===== config.mk =====
export PLATFORM = sky130hd
export DESIGN_NAME = sequence_reorder_buffer_top
export DESIGN_NICKNAME = d
export VERILOG_FILES = /design/src/srb_pkg.sv /design/src/sequence_reorder_buffer_top.sv
export SDC_FILE = /design/constraint.sdc
export NUM_CORES = 2
export LEC_CHECK = 0
export ABC_CLOCK_PERIOD_IN_PS = 10300
export BUFFER_PORTS_ARGS = -buffer_cell sky130_fd_sc_hd__buf_2
export CORE_MARGIN = 2
export CORE_UTILIZATION = 45
export CTS_CLUSTER_SIZE = 16
export DETAILED_ROUTE_END_ITERATION = 7
export GPL_ROUTABILITY_DRIVEN = 0
export HOLD_SLACK_MARGIN = 0.15
export MAX_ROUTING_LAYER = met4
export PLACE_DENSITY = 0.61
export SYNTH_ARGS = -nofsm -noshare
export SYNTH_HDL_FRONTEND = slang
export SYNTH_SLANG_ARGS = --single-unit

===== constraint.sdc =====
create_clock -name clk_i -period 10.3 [get_ports clk_i]
set_input_delay 2.06 -clock clk_i [delete_from_list [all_inputs] [get_ports clk_i]]
set_output_delay 2.06 -clock clk_i [all_outputs]
set_load 0.01 [all_outputs]

===== src/srb_pkg.sv =====
// Shared types and constants of the sequence reorder buffer.
// No dependencies; imported by sequence_reorder_buffer_top.
package srb_pkg;

  localparam int unsigned SeqW = 32;
  localparam int unsigned LenW = 12;
  localparam int unsigned HdlW = 16;
  localparam int unsigned TmoW = 16;
  localparam int unsigned StW  = 3;
  localparam int unsigned CfgW = 16;

  typedef enum logic [1:0] {
    CMD_ARRIVE = 2'd0,
    CMD_POLL   = 2'd1,
    CMD_TICK   = 2'd2,
    CMD_NOP    = 2'd3
  } cmd_e;

  typedef enum logic [1:0] {
    MODE_SEND  = 2'd0,
    MODE_LINK  = 2'd1,
    MODE_RECV  = 2'd2,
    MODE_SPARE = 2'd3
  } mode_e;

  typedef enum logic [StW-1:0] {
    ST_PASSED    = 3'd0,
    ST_DELIVERED = 3'd1,
    ST_BUFFERED  = 3'd2,
    ST_DUPLICATE = 3'd3,
    ST_NONE      = 3'd4,
    ST_NUMBERED  = 3'd5
  } status_e;

  localparam logic REG_ROLE_MODE = 1'b0;
  localparam logic REG_TIMEOUT   = 1'b1;

  typedef enum logic [2:0] {
    S_IDLE,
    S_MOD,
    S_EXEC,
    S_RD,
    S_CMP,
    S_DONE
  } state_e;

  typedef struct packed {
    logic [LenW-1:0] len;
    logic [HdlW-1:0] hdl;
    logic [SeqW-1:0] stamp;
  } slot_t;

endpackage


===== src/sequence_reorder_buffer_top.sv =====
// Sequence reorder buffer: numbering, pass-through and receive-side reordering.
// Depends on srb_pkg; holds the slot memory and the scan sequencer.
//
// Usage:
//   Items enter on in_valid_i/in_ready_o (command, sequence, length, handle,
//   space limit); each gives exactly one result on out_valid_o/out_ready_i.
//   Registers are written over cfg_we_i/cfg_idx_i/cfg_data_i while idle;
//   the user must keep to this, as the block itself does not enforce it.
//   An item is taken only while the sequencer is idle. For a WINDOW that is
//   not a power of two, a receive-side arrival gets its slot index from a
//   reciprocal multiply, a fixup and a subtract before it executes.
//   A poll walks the window through the single slot memory read port and
//   one age/length compare unit, each slot visited passing through a read
//   state and a compare state; the in-order entry is tried first, then a rescan.
//   The result sits in an output register; a stalled receiver holds it and
//   the next item finishes its work and waits in the sequencer behind it.
//   Reset clears counters, the clock and all slot-present bits at once;
//   no clearing pass is needed.
module sequence_reorder_buffer_top
  import srb_pkg::*;
#(
  parameter int unsigned WINDOW       = 64,
  parameter int unsigned HEADER_BYTES = 8
) (
  input  logic            clk_i,
  input  logic            rst_ni,
  input  logic            cfg_we_i,
  input  logic [0:0]      cfg_idx_i,
  input  logic [CfgW-1:0] cfg_data_i,
  input  logic            in_valid_i,
  output logic            in_ready_o,
  input  logic [1:0]      command_i,
  input  logic [SeqW-1:0] seq_number_i,
  input  logic [LenW-1:0] pkt_len_i,
  input  logic [HdlW-1:0] buffer_handle_i,
  input  logic [LenW-1:0] space_limit_i,
  output logic            out_valid_o,
  input  logic            out_ready_i,
  output logic [StW-1:0]  status_o,
  output logic [SeqW-1:0] out_seq_o,
  output logic [LenW-1:0] out_len_o,
  output logic [HdlW-1:0] out_handle_o
);

  localparam int unsigned AW   = (WINDOW > 1) ? $clog2(WINDOW) : 1;
  localparam bit          POW2 = ((WINDOW & (WINDOW - 1)) == 0);
  localparam logic [AW-1:0]   LastIdx = AW'(WINDOW - 1);
  localparam logic [AW-1:0]   WinLo   = AW'(WINDOW);
  localparam logic [LenW-1:0] HdrLen  = LenW'(HEADER_BYTES);
  // reciprocal for sequence / WINDOW, used only when WINDOW is not a power of two
  localparam logic [2*SeqW-1:0] Magic64 =
    ((64'd1 << SeqW) * ((64'd1 << AW) - 64'(WINDOW))) / 64'(WINDOW) + 64'd1;
  localparam logic [SeqW-1:0] Magic = Magic64[SeqW-1:0];

  state_e state_q, state_d;

  logic [1:0]      mode_q;
  logic [TmoW-1:0] tmo_q;
  logic [SeqW-1:0] send_q, send_d;
  logic [SeqW-1:0] exp_q, exp_d;
  logic [AW-1:0]   exp_idx_q, exp_idx_d;
  logic [SeqW-1:0] hi_q, hi_d;
  logic [SeqW-1:0] now_q, now_d;
  logic [WINDOW-1:0] present_q, present_d;

  logic [1:0]      cmd_q;
  logic [SeqW-1:0] seq_q, seq_d;
  logic [LenW-1:0] len_q;
  logic [HdlW-1:0] hdl_q;
  logic [LenW-1:0] space_q;

  logic [AW-1:0]   rem_q, rem_d;
  logic [SeqW-1:0] quo_q, quo_d;
  logic [5:0]      cnt_q, cnt_d;
  logic [AW-1:0]   k_q, k_d, lim_q, lim_d, addr_q, addr_d;
  logic            pass0_q, pass0_d, pres_q;

  logic [StW-1:0]  rst_q, rst_d;
  logic [SeqW-1:0] rseq_q, rseq_d;
  logic [LenW-1:0] rlen_q, rlen_d;
  logic [HdlW-1:0] rhdl_q, rhdl_d;

  logic            out_valid_q;
  logic [StW-1:0]  ost_q;
  logic [SeqW-1:0] oseq_q;
  logic [LenW-1:0] olen_q;
  logic [HdlW-1:0] ohdl_q;

  slot_t           mem_q [WINDOW];
  slot_t           rdata_q, wdata;
  logic            mem_we, rd_en;

  logic            arr_rx, hit, out_free;
  logic [AW-1:0]   idx;
  logic [2*SeqW-1:0] prod;
  logic [AW-1:0]   mul_lo;
  logic [SeqW-1:0] diff, age;
  logic [LenW:0]   nl;

  assign in_ready_o = (state_q == S_IDLE);
  assign out_free   = !out_valid_q || out_ready_i;
  assign arr_rx     = (cmd_q == CMD_ARRIVE) && (mode_q == MODE_RECV) && (len_q >= HdrLen);
  assign idx        = POW2 ? seq_q[AW-1:0] : rem_q;
  assign prod       = 64'(seq_q) * 64'(Magic);
  assign mul_lo     = quo_q[AW-1:0] * WinLo;
  assign diff       = hi_q - exp_q;
  assign age        = now_q - rdata_q.stamp;
  assign nl         = {1'b0, len_q} + {1'b0, HdrLen};
  assign hit        = pres_q && (rdata_q.len <= space_q) &&
                      (pass0_q || (age > {{(SeqW-TmoW){1'b0}}, tmo_q}));

  // next state
  always_comb begin
    state_d = state_q;
    case (state_q)
      S_IDLE: if (in_valid_i) state_d = S_MOD;
      S_MOD:  if (POW2 || !arr_rx || cnt_q == '0) state_d = S_EXEC;
      S_EXEC: begin
        if (cmd_q == CMD_POLL && mode_q == MODE_RECV && exp_q <= hi_q) state_d = S_RD;
        else state_d = S_DONE;
      end
      S_RD:   state_d = S_CMP;
      S_CMP: begin
        if (hit || (!pass0_q && k_q == lim_q)) state_d = S_DONE;
        else state_d = S_RD;
      end
      S_DONE: if (out_free) state_d = S_IDLE;
      default: state_d = S_IDLE;
    endcase
  end

  // datapath
  always_comb begin
    send_d    = send_q;
    exp_d     = exp_q;
    exp_idx_d = exp_idx_q;
    hi_d      = hi_q;
    now_d     = now_q;
    present_d = present_q;
    seq_d     = seq_q;
    rem_d     = rem_q;
    quo_d     = quo_q;
    cnt_d     = cnt_q;
    k_d       = k_q;
    lim_d     = lim_q;
    addr_d    = addr_q;
    pass0_d   = pass0_q;
    rst_d     = rst_q;
    rseq_d    = rseq_q;
    rlen_d    = rlen_q;
    rhdl_d    = rhdl_q;
    mem_we    = 1'b0;
    rd_en     = 1'b0;
    wdata.len   = len_q - HdrLen;
    wdata.hdl   = hdl_q;
    wdata.stamp = now_q;
    case (state_q)
      S_IDLE: begin
        seq_d = seq_number_i;
        rem_d = '0;
        cnt_d = 6'd3;
      end
      S_MOD: begin
        // quotient by reciprocal multiply and fixup, then subtract for the remainder
        if (!POW2 && arr_rx && cnt_q != '0) begin
          if (cnt_q == 6'd3) quo_d = prod[2*SeqW-1:SeqW];
          else if (cnt_q == 6'd2) quo_d = (quo_q + ((seq_q - quo_q) >> 1)) >> (AW - 1);
          else rem_d = seq_q[AW-1:0] - mul_lo;
          cnt_d = cnt_q - 6'd1;
        end
      end
      S_EXEC: begin
        rst_d  = ST_NONE;
        rseq_d = '0;
        rlen_d = '0;
        rhdl_d = '0;
        case (cmd_q)
          CMD_ARRIVE: begin
            if (mode_q == MODE_SEND) begin
              rst_d  = ST_NUMBERED;
              rseq_d = send_q;
              rlen_d = nl[LenW] ? '1 : nl[LenW-1:0];
              rhdl_d = hdl_q;
              send_d = send_q + 1'b1;
            end else if (!arr_rx) begin
              rst_d  = ST_PASSED;
              rlen_d = len_q;
              rhdl_d = hdl_q;
            end else if (present_q[idx]) begin
              rst_d = ST_DUPLICATE;
            end else begin
              mem_we = 1'b1;
              if (seq_q > hi_q) hi_d = seq_q;
              if (seq_q == exp_q) begin
                rst_d     = ST_DELIVERED;
                rseq_d    = seq_q;
                rlen_d    = wdata.len;
                rhdl_d    = hdl_q;
                exp_d     = exp_q + 1'b1;
                exp_idx_d = (exp_idx_q == LastIdx) ? '0 : exp_idx_q + 1'b1;
              end else begin
                rst_d          = ST_BUFFERED;
                present_d[idx] = 1'b1;
              end
            end
          end
          CMD_POLL: begin
            k_d     = '0;
            pass0_d = 1'b1;
            addr_d  = exp_idx_q;
            lim_d   = (diff >= SeqW'(WINDOW - 1)) ? LastIdx : diff[AW-1:0];
          end
          CMD_TICK: now_d = now_q + 1'b1;
          default: ;
        endcase
      end
      S_RD: rd_en = 1'b1;
      S_CMP: begin
        if (hit) begin
          rst_d  = ST_DELIVERED;
          rseq_d = exp_q + {{(SeqW-AW){1'b0}}, k_q};
          rlen_d = rdata_q.len;
          rhdl_d = rdata_q.hdl;
          present_d[addr_q] = 1'b0;
          if (k_q == '0) begin
            exp_d     = exp_q + 1'b1;
            exp_idx_d = (exp_idx_q == LastIdx) ? '0 : exp_idx_q + 1'b1;
          end
        end else if (pass0_q) begin
          // in-order entry missed: rescan from the start on age
          pass0_d = 1'b0;
          k_d     = '0;
          addr_d  = exp_idx_q;
        end else if (k_q != lim_q) begin
          k_d    = k_q + 1'b1;
          addr_d = (addr_q == LastIdx) ? '0 : addr_q + 1'b1;
        end
      end
      default: ;
    endcase
  end

  always_ff @(posedge clk_i or negedge rst_ni) begin
    if (!rst_ni) begin
      state_q     <= S_IDLE;
      mode_q      <= MODE_RECV;
      tmo_q       <= TmoW'(100);
      send_q      <= '0;
      exp_q       <= '0;
      exp_idx_q   <= '0;
      hi_q        <= '0;
      now_q       <= '0;
      present_q   <= '0;
      out_valid_q <= 1'b0;
    end else begin
      state_q   <= state_d;
      send_q    <= send_d;
      exp_q     <= exp_d;
      exp_idx_q <= exp_idx_d;
      hi_q      <= hi_d;
      now_q     <= now_d;
      present_q <= present_d;
      if (cfg_we_i) begin
        if (cfg_idx_i[0] == REG_ROLE_MODE) mode_q <= cfg_data_i[1:0];
        if (cfg_idx_i[0] == REG_TIMEOUT)   tmo_q  <= cfg_data_i;
      end
      if (state_q == S_DONE && out_free) out_valid_q <= 1'b1;
      else if (out_ready_i) out_valid_q <= 1'b0;
    end
  end

  always_ff @(posedge clk_i) begin
    if (state_q == S_IDLE) begin
      cmd_q   <= command_i;
      len_q   <= pkt_len_i;
      hdl_q   <= buffer_handle_i;
      space_q <= space_limit_i;
    end
    seq_q   <= seq_d;
    rem_q   <= rem_d;
    quo_q   <= quo_d;
    cnt_q   <= cnt_d;
    k_q     <= k_d;
    lim_q   <= lim_d;
    addr_q  <= addr_d;
    pass0_q <= pass0_d;
    rst_q   <= rst_d;
    rseq_q  <= rseq_d;
    rlen_q  <= rlen_d;
    rhdl_q  <= rhdl_d;
    if (state_q == S_RD) pres_q <= present_q[addr_q];
    if (state_q == S_DONE && out_free) begin
      ost_q  <= rst_q;
      oseq_q <= rseq_q;
      olen_q <= rlen_q;
      ohdl_q <= rhdl_q;
    end
  end

  // slot memory: one write port, one registered read port
  always_ff @(posedge clk_i) begin
    if (mem_we) mem_q[idx] <= wdata;
    if (rd_en) rdata_q <= mem_q[addr_q];
  end

  assign out_valid_o  = out_valid_q;
  assign status_o     = ost_q;
  assign out_seq_o    = oseq_q;
  assign out_len_o    = olen_q;
  assign out_handle_o = ohdl_q;

`ifndef SYNTHESIS
  a_exp_step: assert property (@(posedge clk_i) disable iff (!rst_ni)
    (exp_q != $past(exp_q)) |-> (exp_q == $past(exp_q) + 1'b1))
    else $error("expected sequence jumped");
  a_exp_idx: assert property (@(posedge clk_i) disable iff (!rst_ni)
    exp_idx_q <= LastIdx)
    else $error("expected index out of window");
  a_cmp_after_rd: assert property (@(posedge clk_i) disable iff (!rst_ni)
    (state_q == S_RD) |=> (state_q == S_CMP))
    else $error("compare did not follow read");
  a_ready_idle: assert property (@(posedge clk_i) disable iff (!rst_ni)
    (in_valid_i && in_ready_o) |=> (state_q == S_MOD))
    else $error("accepted item not started");
`endif

endmodule

==> flow_summary.ini <==
[clocking]
cts.sinks = 4340
clockBufferDepth = 4
post-cts-setup-buffers = 0
cts_resized = 0
clk_pin_slew_ps = 60
cts_buffers = 429
cts_tree = built
cts_hold_repair.buffers = 0
cts-root-buf = clkbuf_16
worst_skew_pair.late_latency_ps = 1030
clock_tree.htree_level_count = 5

[critical_path]
required_ps = 10960
r2r-start = now_q[1]
r2r_setup_slack_ps = 2190
worstReg2RegEnd = k_q[4]
crit_fanout = 78
critPathSlowestCell = dfrtp_1
max_stage_delay_ps = 950
arrival_ps = 8770
crit_type = flip-flop to flip-flop
cp-start-kind = flip-flop
cp-end-kind = flip-flop
r2r_cells = 25
cpMostUsedCell = buf_4

[timing]
slew_headroom_pct = 1.42
drv_slew = 0
finalCritPeriodShare_pct = 78.7
rsz0062_at_grt = no
setup_viol_count_final = 0
skew_ps = 67.4
finalHoldViolCount = 0
fmax_mhz = 123
tightest_slew_ps = 1470
period_needed_ps = 8110
tns_ps = 0

[route]
wl_um = 554000
avgRoutedWirePerCell_um = 36.9
drc = 0
vias = 102000
vias_per_cell = 6.78
dr.pass1.iters = 6
ant_nets = 0
dr.first_iter.drc_count = 17700

[floorplan]
pin_count = 161
die-area_mm2 = 0.370
fp.dieW_um = 608
start_util_pct = 45.3
core_area_mm2 = 0.363
die_h_um = 608
floorplan.rows = 221

[yosys]
postSynthAreaPerCell_um2 = 17.2
synth_fp_nets = 9789
post-synth-top-area-cell = edfxtp_1
ys_ff_latch = 4340
synth.area.top_cells = edfxtp_1, a22oi_1, dfrtp_1
synth_commonest_cells = edfxtp_1, a22oi_1, clkbuf_1, a221oi_1, a31oi_1
ys_seq_area_share_pct = 78.6
synth.distinct_cells = 86
synth-main-ff-cell = edfxtp_1
synth_warnings = 0
async_flop_share_pct = 5.07
synth_top_area_share_pct = 75.3
syn-cell-area_mm2 = 0.164
synth_edf_count = 4120
synth.most_common_cell = edfxtp_1
synthCells = 9552

[min_path]
hold_path_end = out_len_o[4]
whs_path_depth = 0
min-delay-start = rlen_q[4]
hold_class = flip-flop to flip-flop

[global_routing]
grt_pass1_vias = 96200
antenna_found_initial = 28
grt_overflow = 0
grt_pass1_wl_um = 765000
grtUsageTotal_pct = 30.1
grt_max_degree = 110

[cells_and_area]
fin_nets = 10100
syn2layout_area_growth_pct = 13.1
final_cells = 15000
drive_gt1_share_pct = 12.4

[power]
p_leak_nw = 61.6
power.density_mw_per_mm2 = 232
vdd_drop_max_mv = 0.190

[status]
status = complete, no violations

[placement]
dp_hpwl_um = 290000
dp.cells = 14200
port_buffers = 160

[flow_run]
max_cap_viol_count = 0
[per-stage QoR]
step	area (um2)	power (mW)	hold WS [ps]	utilization, %	setup WS [ps]
2_1_floorplan	164000	24.9	400	-	2410
4_1_cts	186000	43.0	409	51.2	2460
6_report	186000	43.1	397	51.2	2190
3_5_place_dp	172000	27.9	405	47.4	2420
3_3_place_gp	172000	27.8	406	47.4	2410
5_1_grt	186000	44.2	413	51.2	1630
[worst max path at each step]
stage | from | end | slack (ps)
2_1_floorplan | state_q[0] | in_ready_o | 2410
3_3_place_gp | now_q[1] | k_q[2] | 2410
3_5_place_dp | now_q[1] | k_q[2] | 2420
4_1_cts | now_q[1] | k_q[4] | 2460
5_1_grt | now_q[1] | k_q[4] | 1630
6_report | now_q[1] | k_q[4] | 2190
[sequential cells by signal, summed over array words and instances, names as in the netlist, 12 cells and up]
| signal | count |
|---|---|
| send_q | 32 |
| space_q | 12 |
| hdl_q | 16 |
| rseq_q | 32 |
| present_q | 64 |
| rlen_q | 12 |
| out_len_o | 12 |
| out_handle_o | 16 |
| now_q | 32 |
| rhdl_q | 16 |
| tmo_q | 16 |
| rdata_q | 60 |
| len_q | 12 |
| exp_q | 32 |
| seq_q | 32 |
| hi_q | 32 |
| out_seq_o | 32 |
| mem_q | 3840 |
[layout make-up]
cell class / count / area (um2)
diodes: 24 / 60.1
clock buffers: 531 / 11200
clock inverters: 258 / 2390
fillers: 28900 / 177000
inverters: 159 / 599
multi-input cells: 4441 / 32900
flip-flops and latches: 4340 / 129000
well taps: 4794 / 6000
repair buffers: 450 / 3480
[cells by family (layout without fill, tap and decap cells)]
kind of cell             Yosys count  after routing  share of synthesized area (%)
flip-flops                      4340           4340                           78.6
AO/OA/AOI/OAI                   3040           3040                           13.7
AND/OR/NAND/NOR                  967            967                           3.05
buffers and inverters            771           1398                           1.80
XOR/XNOR                         218            218                           1.16
adder cells (fa/ha/maj)          141            141                           1.09
multiplexers                      75             75                          0.567
other                              0             24                              0
[where the power goes]
part	internal [mW]	switching, mW
Clock	8.65	6.74
Combinational	1.67	5.02
Sequential	20.6	0.420
Total	30.9	12.2
[worst max-delay path, delay by kind of cell (launching register included)]
family,cells,cell delay (ps)
AOI/OAI and AO/OA,8,1730
xor gates and xnor gates,1,150
adders and majority gates,2,590
buffers and inverters,3,1680
DFF,1,950
and+or+nand+nor,11,2590
[routing by layer]
metal / share of wire [%] / vias up / GRT usage, %
met4: 4.9 / 0 / 12.4
met1: 37 / 52400 / 40.1
met2: 46 / 7474 / 45.6
met3: 12 / 1302 / 5.63
li1: - / 40400 / -
met5: 0 / - / -
[cell usage in the layout, fill, tap and decap left out, types with 77 or more instances in the layout]
cell	instances
o21ai_0	146
buf_2	159
a21oi_1	239
clkbuf_16	433
ha_1	138
edfxtp_1	4120
clkinv_2	77
a31oi_1	277
buf_4	251
a41oi_1	137
dfrtp_1	193
a221oi_1	314
xnor2_1	135
nand3_1	105
nor4_1	97
a22o_1	272
clkinv_1	96
clkbuf_1	94
nor2_1	124
nand4_1	149
a22oi_1	1412
nand2_1	204
inv_1	157
(Power assumes the default switching activity.)
